$ cat config.mk
export PLATFORM = sky130hd
export DESIGN_NAME = triac_phase_angle_speed_control_unit_flat
export DESIGN_NICKNAME = d
export VERILOG_FILES = /design/src/design/tpasc_pkg.sv /design/src/design/tpasc_in_if.sv /design/src/design/tpasc_out_if.sv /design/src/design/triac_phase_angle_speed_control_unit.sv /design/src/flat_wrapper.sv
export SDC_FILE = /design/constraint.sdc
export NUM_CORES = 1
export LEC_CHECK = 0
export BUFFER_PORTS_ARGS = -buffer_cell sky130_fd_sc_hd__buf_2
export CAP_MARGIN = 20
export CORE_UTILIZATION = 55
export DETAILED_ROUTE_END_ITERATION = 10
export PLACE_DENSITY = 0.79
export SLEW_MARGIN = 5
export SYNTH_ARGS = -nofsm -noshare
export SYNTH_HDL_FRONTEND = slang
export SYNTH_SLANG_ARGS = --single-unit
$ cat constraint.sdc
create_clock -name clk_i -period 4.2 [get_ports clk_i]
set_input_delay 0.84 -clock clk_i [delete_from_list [all_inputs] [get_ports clk_i]]
set_output_delay 0.84 -clock clk_i [all_outputs]
set_load 0.05 [all_outputs]
$ cat src/design/tpasc_pkg.sv
// ----------------------------------------------------------------------------
// tpasc_pkg: shared definitions for the TRIAC phase-angle speed control.
// Field widths, register map, reset values and the level lamp decode.
// ----------------------------------------------------------------------------
package tpasc_pkg;

  localparam int unsigned TimeW    = 16;
  localparam int unsigned StepW    = 10;
  localparam int unsigned LevelW   = 3;
  localparam int unsigned LampW    = 6;
  localparam int unsigned LevelCnt = 6;
  localparam int unsigned DataW    = 32;
  localparam int unsigned AddrW    = 5;

  localparam logic [LevelW-1:0] LevelMax   = 3'd5;
  localparam logic [TimeW-1:0]  ElapsedMax = 16'hFFFF;

  localparam logic [TimeW-1:0] DelayRst0    = 16'd20000;
  localparam logic [TimeW-1:0] DelayRst1    = 16'd6660;
  localparam logic [TimeW-1:0] DelayRst2    = 16'd5410;
  localparam logic [TimeW-1:0] DelayRst3    = 16'd4580;
  localparam logic [TimeW-1:0] DelayRst4    = 16'd4160;
  localparam logic [TimeW-1:0] DelayRst5    = 16'd0;
  localparam logic [StepW-1:0] TickStepRst  = 10'd100;
  localparam logic [TimeW-1:0] GateWinRst   = 16'd300;
  localparam logic [TimeW-1:0] FireDelayRst = 16'd8330;

  typedef enum logic [2:0] {
    RegDelay0     = 3'd0,
    RegDelay1     = 3'd1,
    RegDelay2     = 3'd2,
    RegDelay3     = 3'd3,
    RegDelay4     = 3'd4,
    RegDelay5     = 3'd5,
    RegTickStep   = 3'd6,
    RegGateWindow = 3'd7
  } reg_idx_e;

  typedef logic [TimeW-1:0] time_t;

  function automatic logic [LampW-1:0] lamp_decode(input logic [LevelW-1:0] lvl);
    logic [LampW-1:0] lamp;
    case (lvl)
      3'd1:    lamp = 6'b000001;
      3'd2:    lamp = 6'b000010;
      3'd3:    lamp = 6'b000100;
      3'd4:    lamp = 6'b001000;
      3'd5:    lamp = 6'b100000;
      default: lamp = 6'b000000;
    endcase
    return lamp;
  endfunction

endpackage

$ cat src/design/tpasc_in_if.sv
// ----------------------------------------------------------------------------
// tpasc_in_if: input word channel of the speed control.
// Carries the tick, zero-cross and button samples with valid and ready.
// ----------------------------------------------------------------------------
interface tpasc_in_if;
  logic valid;
  logic ready;
  logic tick;
  logic zero_cross;
  logic up_button;
  logic down_button;

  modport source (output valid, output tick, output zero_cross, output up_button,
                  output down_button, input ready);
  modport sink (input valid, input tick, input zero_cross, input up_button,
                input down_button, output ready);
endinterface

$ cat src/design/tpasc_out_if.sv
// ----------------------------------------------------------------------------
// tpasc_out_if: result word channel of the speed control.
// Carries the gate drive, speed level and lamp pattern with valid and ready.
// ----------------------------------------------------------------------------
interface tpasc_out_if;
  logic                           valid;
  logic                           ready;
  logic                           gate_on;
  logic [tpasc_pkg::LevelW-1:0]   speed_level;
  logic [tpasc_pkg::LampW-1:0]    level_indicator;

  modport source (output valid, output gate_on, output speed_level,
                  output level_indicator, input ready);
  modport sink (input valid, input gate_on, input speed_level,
                input level_indicator, output ready);
endinterface

$ cat src/design/triac_phase_angle_speed_control_unit.sv
// ----------------------------------------------------------------------------
// triac_phase_angle_speed_control_unit: open-loop TRIAC phase-angle control.
// A word accepted into the input register is computed and held in the result
// register. Throughput: one word per cycle while results are taken, set by the
// single combinational pass from the input register to the result register.
// Reset: configuration, control state and both valids clear; data regs do not.
// ----------------------------------------------------------------------------
module triac_phase_angle_speed_control_unit (
  input  logic                         clk_i,
  input  logic                         rst_ni,
  tpasc_in_if.sink                     in_i,
  tpasc_out_if.source                  out_o,
  input  logic                         psel,
  input  logic                         penable,
  input  logic                         pwrite,
  input  logic [tpasc_pkg::AddrW-1:0]  paddr,
  input  logic [tpasc_pkg::DataW-1:0]  pwdata,
  output logic [tpasc_pkg::DataW-1:0]  prdata,
  output logic                         pready
);
  import tpasc_pkg::*;

  // Configuration registers.
  time_t              delay_q [LevelCnt];
  logic [StepW-1:0]   step_q;
  time_t              window_q;
  reg_idx_e           reg_idx;
  logic               cfg_wr;

  // Input register.
  logic s_valid_q, s_tick_q, s_zc_q, s_up_q, s_down_q;

  // Control state.
  time_t              elapsed_q, elapsed_d;
  time_t              fire_q, fire_d;
  logic [LevelW-1:0]  level_q, level_d;
  logic               up_prev_q, up_prev_d;
  logic               down_prev_q, down_prev_d;
  logic               gate_q, gate_d;

  // Result register.
  logic               o_valid_q;
  logic               o_gate_q;
  logic [LevelW-1:0]  o_level_q;
  logic [LampW-1:0]   o_lamp_q;

  logic               advance;
  logic [TimeW:0]     sum;
  logic [TimeW:0]     window_end;
  time_t              elapsed_tick;
  time_t              new_delay;
  logic               reload;

  assign reg_idx = reg_idx_e'(paddr[AddrW-1:2]);
  assign cfg_wr  = psel && penable && pwrite;
  assign pready  = 1'b1;

  always_comb begin
    case (reg_idx)
      RegDelay0:     prdata = {{(DataW-TimeW){1'b0}}, delay_q[0]};
      RegDelay1:     prdata = {{(DataW-TimeW){1'b0}}, delay_q[1]};
      RegDelay2:     prdata = {{(DataW-TimeW){1'b0}}, delay_q[2]};
      RegDelay3:     prdata = {{(DataW-TimeW){1'b0}}, delay_q[3]};
      RegDelay4:     prdata = {{(DataW-TimeW){1'b0}}, delay_q[4]};
      RegDelay5:     prdata = {{(DataW-TimeW){1'b0}}, delay_q[5]};
      RegTickStep:   prdata = {{(DataW-StepW){1'b0}}, step_q};
      RegGateWindow: prdata = {{(DataW-TimeW){1'b0}}, window_q};
      default:       prdata = '0;
    endcase
  end

  always_ff @(posedge clk_i or negedge rst_ni) begin
    if (!rst_ni) begin
      delay_q[0] <= DelayRst0;
      delay_q[1] <= DelayRst1;
      delay_q[2] <= DelayRst2;
      delay_q[3] <= DelayRst3;
      delay_q[4] <= DelayRst4;
      delay_q[5] <= DelayRst5;
      step_q     <= TickStepRst;
      window_q   <= GateWinRst;
    end else if (cfg_wr) begin
      case (reg_idx)
        RegDelay0:     delay_q[0] <= pwdata[TimeW-1:0];
        RegDelay1:     delay_q[1] <= pwdata[TimeW-1:0];
        RegDelay2:     delay_q[2] <= pwdata[TimeW-1:0];
        RegDelay3:     delay_q[3] <= pwdata[TimeW-1:0];
        RegDelay4:     delay_q[4] <= pwdata[TimeW-1:0];
        RegDelay5:     delay_q[5] <= pwdata[TimeW-1:0];
        RegTickStep:   step_q     <= pwdata[StepW-1:0];
        RegGateWindow: window_q   <= pwdata[TimeW-1:0];
        default:       ;
      endcase
    end
  end

  // Handshake: the input register advances whenever the result register is
  // free or being emptied.
  assign advance    = s_valid_q && (!o_valid_q || out_o.ready);
  assign in_i.ready = !s_valid_q || advance;

  always_ff @(posedge clk_i or negedge rst_ni) begin
    if (!rst_ni) begin
      s_valid_q <= 1'b0;
    end else if (in_i.ready) begin
      s_valid_q <= in_i.valid;
    end
  end

  always_ff @(posedge clk_i) begin
    if (in_i.valid && in_i.ready) begin
      s_tick_q <= in_i.tick;
      s_zc_q   <= in_i.zero_cross;
      s_up_q   <= in_i.up_button;
      s_down_q <= in_i.down_button;
    end
  end

  always_comb begin
    new_delay = delay_q[0];
    case (level_d)
      3'd1:    new_delay = delay_q[1];
      3'd2:    new_delay = delay_q[2];
      3'd3:    new_delay = delay_q[3];
      3'd4:    new_delay = delay_q[4];
      3'd5:    new_delay = delay_q[5];
      default: new_delay = delay_q[0];
    endcase
  end

  always_comb begin
    sum          = {1'b0, elapsed_q} + {{(TimeW+1-StepW){1'b0}}, step_q};
    window_end   = {1'b0, fire_q} + {1'b0, window_q};
    elapsed_tick = sum[TimeW] ? ElapsedMax : sum[TimeW-1:0];

    gate_d    = gate_q;
    elapsed_d = elapsed_q;
    if (s_tick_q) begin
      elapsed_d = elapsed_tick;
      gate_d    = (elapsed_tick >= fire_q) && ({1'b0, elapsed_tick} <= window_end);
    end
    if (s_zc_q) begin
      elapsed_d = '0;
    end

    up_prev_d   = up_prev_q;
    down_prev_d = down_prev_q;
    level_d     = level_q;
    reload      = 1'b0;
    if (s_up_q != up_prev_q) begin
      up_prev_d = s_up_q;
      if (!s_up_q && level_q < LevelMax) begin
        level_d = level_q + 3'd1;
        reload  = 1'b1;
      end
    end else if (s_down_q != down_prev_q) begin
      down_prev_d = s_down_q;
      if (!s_down_q && level_q != '0) begin
        level_d = level_q - 3'd1;
        reload  = 1'b1;
      end
    end
    fire_d = reload ? new_delay : fire_q;
  end

  always_ff @(posedge clk_i or negedge rst_ni) begin
    if (!rst_ni) begin
      elapsed_q   <= '0;
      fire_q      <= FireDelayRst;
      level_q     <= '0;
      up_prev_q   <= 1'b1;
      down_prev_q <= 1'b1;
      gate_q      <= 1'b0;
    end else if (advance) begin
      elapsed_q   <= elapsed_d;
      fire_q      <= fire_d;
      level_q     <= level_d;
      up_prev_q   <= up_prev_d;
      down_prev_q <= down_prev_d;
      gate_q      <= gate_d;
    end
  end

  always_ff @(posedge clk_i or negedge rst_ni) begin
    if (!rst_ni) begin
      o_valid_q <= 1'b0;
    end else if (advance) begin
      o_valid_q <= 1'b1;
    end else if (out_o.ready) begin
      o_valid_q <= 1'b0;
    end
  end

  always_ff @(posedge clk_i) begin
    if (advance) begin
      o_gate_q  <= gate_d;
      o_level_q <= level_d;
      o_lamp_q  <= lamp_decode(level_d);
    end
  end

  assign out_o.valid           = o_valid_q;
  assign out_o.gate_on         = o_gate_q;
  assign out_o.speed_level     = o_level_q;
  assign out_o.level_indicator = o_lamp_q;

  a_level_range: assert property (@(posedge clk_i) disable iff (!rst_ni)
    level_q <= LevelMax)
    else $error("speed level out of range");

  a_result_follows: assert property (@(posedge clk_i) disable iff (!rst_ni)
    advance |=> out_o.valid)
    else $error("processed word did not produce a result");

  a_gate_on_tick_only: assert property (@(posedge clk_i) disable iff (!rst_ni)
    (advance && !s_tick_q) |=> $stable(gate_q))
    else $error("gate changed without a tick");

  a_zero_cross_clears: assert property (@(posedge clk_i) disable iff (!rst_ni)
    (advance && s_zc_q) |=> (elapsed_q == '0))
    else $error("zero crossing did not clear elapsed time");

  a_level_step: assert property (@(posedge clk_i) disable iff (!rst_ni)
    advance |=> (level_q == $past(level_q) || level_q == $past(level_q) + 3'd1 ||
                 level_q == $past(level_q) - 3'd1))
    else $error("speed level moved by more than one step");

endmodule

$ cat src/flat_wrapper.sv
// flat-port wrapper written by rule: the top's interface ports become plain ports
module triac_phase_angle_speed_control_unit_flat import tpasc_pkg::*;
  (clk_i, rst_ni, psel, penable, pwrite, paddr, pwdata, prdata, pready, in_i_valid, in_i_tick, in_i_zero_cross, in_i_up_button, in_i_down_button, in_i_ready, out_o_valid, out_o_gate_on, out_o_speed_level, out_o_level_indicator, out_o_ready);
  tpasc_in_if in_i_i ();
  tpasc_out_if out_o_i ();
  input  logic clk_i;
  input  logic rst_ni;
  input  logic psel;
  input  logic penable;
  input  logic pwrite;
  input  logic [tpasc_pkg::AddrW-1:0] paddr;
  input  logic [tpasc_pkg::DataW-1:0] pwdata;
  output logic [tpasc_pkg::DataW-1:0] prdata;
  output logic pready;
  input wire logic [$bits(in_i_i.valid)-1:0] in_i_valid;
  input wire logic [$bits(in_i_i.tick)-1:0] in_i_tick;
  input wire logic [$bits(in_i_i.zero_cross)-1:0] in_i_zero_cross;
  input wire logic [$bits(in_i_i.up_button)-1:0] in_i_up_button;
  input wire logic [$bits(in_i_i.down_button)-1:0] in_i_down_button;
  output wire logic [$bits(in_i_i.ready)-1:0] in_i_ready;
  output wire logic [$bits(out_o_i.valid)-1:0] out_o_valid;
  output wire logic [$bits(out_o_i.gate_on)-1:0] out_o_gate_on;
  output wire logic [$bits(out_o_i.speed_level)-1:0] out_o_speed_level;
  output wire logic [$bits(out_o_i.level_indicator)-1:0] out_o_level_indicator;
  input wire logic [$bits(out_o_i.ready)-1:0] out_o_ready;
  assign in_i_i.valid = in_i_valid;
  assign in_i_i.tick = in_i_tick;
  assign in_i_i.zero_cross = in_i_zero_cross;
  assign in_i_i.up_button = in_i_up_button;
  assign in_i_i.down_button = in_i_down_button;
  assign in_i_ready = in_i_i.ready;
  assign out_o_valid = out_o_i.valid;
  assign out_o_gate_on = out_o_i.gate_on;
  assign out_o_speed_level = out_o_i.speed_level;
  assign out_o_level_indicator = out_o_i.level_indicator;
  assign out_o_i.ready = out_o_ready;
  triac_phase_angle_speed_control_unit u_core (.clk_i(clk_i), .rst_ni(rst_ni), .in_i(in_i_i), .out_o(out_o_i), .psel(psel), .penable(penable), .pwrite(pwrite), .paddr(paddr), .pwdata(pwdata), .prdata(prdata), .pready(pready));
endmodule
==> metrics.yaml <==
status: "completed"
drt-initial-drc-count: 652
rows: 50
cts-root-buf: "clkbuf_16"
area_growth_pct: 15.3
viasPerCell: 6.16
power_density_mw_per_mm2: 674
grt_first_pass_wirelength_um: 45700
drt-total-wl_um: 28700
yosysWarnings: 0
preCtsSetupSlack_ns: -0.323
synth.most_common_cell: "dfrtp_1"
drive_above_1_share_pct: 33.3
ctsHoldBuffers: 0
power_leakage_nw: 5.69
fp.dieW_um: 142
cp_max_fo: 3
fin_crit_ns: 4.13
grt_usage_pct: 29.8
yosys.area.top_type: "dfrtp_1"
end_kind: "register"
syn_inst: 1031
crit_type: "register to register"
clkTransAtPathRegs_ns: 0.07
io_pins: 93
slew_viol_final: 0
power_mw: 8.35
setup_ws_ns: 0.0726
overflow: 0
reg2reg_from: "u_core.window_q[0]"
hold_viol_final: 0
period_share_pct: 98.3
ys_ff_latch: 175
clkLatencyLatePin_ns: 0.43
cts_inserted_buffers: 17
wl_per_cell_um: 20.3
rsz0062_at_grt: "yes"
tightestPinTransition_ns: 0.749
grt_max_degree: 82
dpl.cell_count: 1367
grt_pass1_vias: 8509
post_layout_nonfiller_instances: 1409
netlist_area_mm2: 0.0107
worstPathArrival_ns: 4.40
r2r_slack_ns: 0.07
setup_viol: 0
synth_cell_types: 77
cts_num_sinks: 175
drtPass1Iterations: 5
die_area_mm2: 0.0201
cp-start-kind: "register"
route.antenna.remaining_nets: 0
antenna_found_initial: 0
vdd_drop_max_mv: 0.434
coreArea_mm2: 0.0189
clock_skew_ns: 0.0100
hpwl_um: 19900
slew_headroom_pct: 50.1
synth_area_leaders: "dfrtp_1 30%, mux2_2 13%, dfstp_2 8.6%"
via_count: 8674
fin_tns_setup_ns: 0
r2r_cells: 17
htreeDepth: 4
die_h_um: 142
yosys.area.top_type_share_pct: 29.6
synth_edf_count: 13
ys_async_sr_fraction_pct: 92.6
drv_cap: 0
port_buffers: 56
cts_tree: "yes"
globalplace.congestion: 0.908
max_freq_mhz: 242
synth_common_cells: "127 x dfrtp_1, 123 x mux2_2, 85 x nor2_1"
worstReg2RegEnd: "u_core.out_o.gate_on"
drc_errors: 0
num_antenna_cells: 0
hold_class: "input pin to asynchronous set/reset pin"
nNetsFinal: 1245
cts_max_path_buffers: 2
fin_util_pct: 65.5
initial_core_util_pct: 56.8
ys_seq_area_share_pct: 41.8
cp.required_ns: 4.47
synth.avg_cell_area_um2: 10.4
ys.flop_type: "dfrtp_1"
==> layer usage <==
layer	routed length (um)	track usage (%)	part of all wire [%]
met4	850	10.3	3.0
met1	12200	39.8	43
met3	1820	4.99	6.3
met5	0	0	0
met2	13800	49.2	48
==> power breakdown <==
part,internal (mW),switching (mW)
Clock,0.865,0.713
Combinational,1.79,2.46
Sequential,2.17,0.346
==> registers in the layout, indices dropped and copies added (netlist names) <==
signal                        count
u_core.delay_q                   96
u_core.down_prev_q                1
u_core.elapsed_q                 16
u_core.fire_q                    16
u_core.gate_q                     1
u_core.level_q                    3
u_core.out_o.gate_on              1
u_core.out_o.level_indicator      5
u_core.out_o.speed_level          3
u_core.out_o.valid                1
u_core.s_down_q                   1
u_core.s_tick_q                   1
u_core.s_up_q                     1
u_core.s_valid_q                  1
u_core.s_zc_q                     1
u_core.step_q                    10
u_core.up_prev_q                  1
u_core.window_q                  16
==> how the worst max path moves through the flow <==
stage	from	endpoint
after floorplan	u_core.fire_q[0]	u_core.out_o.gate_on
after global placement	u_core.fire_q[7]	u_core.out_o.gate_on
after detailed placement	u_core.fire_q[7]	u_core.out_o.gate_on
after CTS	u_core.fire_q[7]	u_core.out_o.gate_on
after global routing	u_core.fire_q[0]	u_core.out_o.gate_on
final	u_core.window_q[0]	u_core.out_o.gate_on
==> worst max-delay path: stages (launching register included) <==
cell and delay [ns]:
dfrtp_1 0.39, ha_2 0.21, fa_2 0.42, a21oi_2 0.18, o211ai_1 0.15, a311o_1 0.33, a31oi_2 0.20, o21bai_1 0.11
a21oi_2 0.15, xor2_1 0.19, ha_1 0.27, a21o_1 0.17, a21oi_2 0.12, o21ai_2 0.08, or4b_4 0.49, a221oi_4 0.23
a211oi_4 0.11, o22ai_1 0.16
==> layout make-up <==
type | count | area (um2)
flip-flops and latches | 175 | 4490
inverters | 41 | 156
clock buffers | 19 | 454
fillers | 1435 | 6510
well taps | 260 | 325
repair buffers | 136 | 887
multi-input cells | 765 | 5950
clock inverters | 13 | 125
==> cell families after synthesis <==
kind of cell / Yosys count / share of synthesized area, %
fa+ha+maj: 61 / 7.25
buf+inv: 107 / 4.92
compound gates: 254 / 15.8
flops: 175 / 41.8
other cells: 2 / 0.0699
xor+xnor: 26 / 2.12
mux: 156 / 17.3
simple gates: 250 / 10.7
==> metrics by stage <==
step	hold slack (ns)	cell area, um2
after CTS	0.469	12300
after floorplan	0.445	10800
after global routing	0.491	12400
after detailed placement	0.477	11600
final	0.425	12400
after global placement	0.467	11600
==> timing repair <==
action                     CTS  global route
gates resized for setup     12            18
pin swaps                   11            21
setup endpoints to repair    2             2
setup buffers               10             2
==> placed cells by master, fill, tap and decap left out, types with 15 or more instances in the layout <==
| cell | Yosys | routed |
|---|---|---|
| dfrtp_1 | 127 | 127 |
| mux2_2 | 123 | 123 |
| nor2_1 | 85 | 85 |
| nand2_1 | 83 | 82 |
| buf_4 | 18 | 80 |
| ha_1 | 59 | 57 |
| buf_2 | 7 | 55 |
| a21oi_1 | 57 | 53 |
| o21ai_0 | 51 | 48 |
| inv_1 | 39 | 39 |
| dfstp_2 | 35 | 35 |
| o31ai_1 | 19 | 19 |
| mux2i_1 | 18 | 18 |
| conb_1 | 2 | 18 |
| clkbuf_16 | 0 | 18 |
| xor2_1 | 15 | 15 |
| o22ai_1 | 15 | 15 |
No activity file was read; power rests on OpenSTA's default activity.
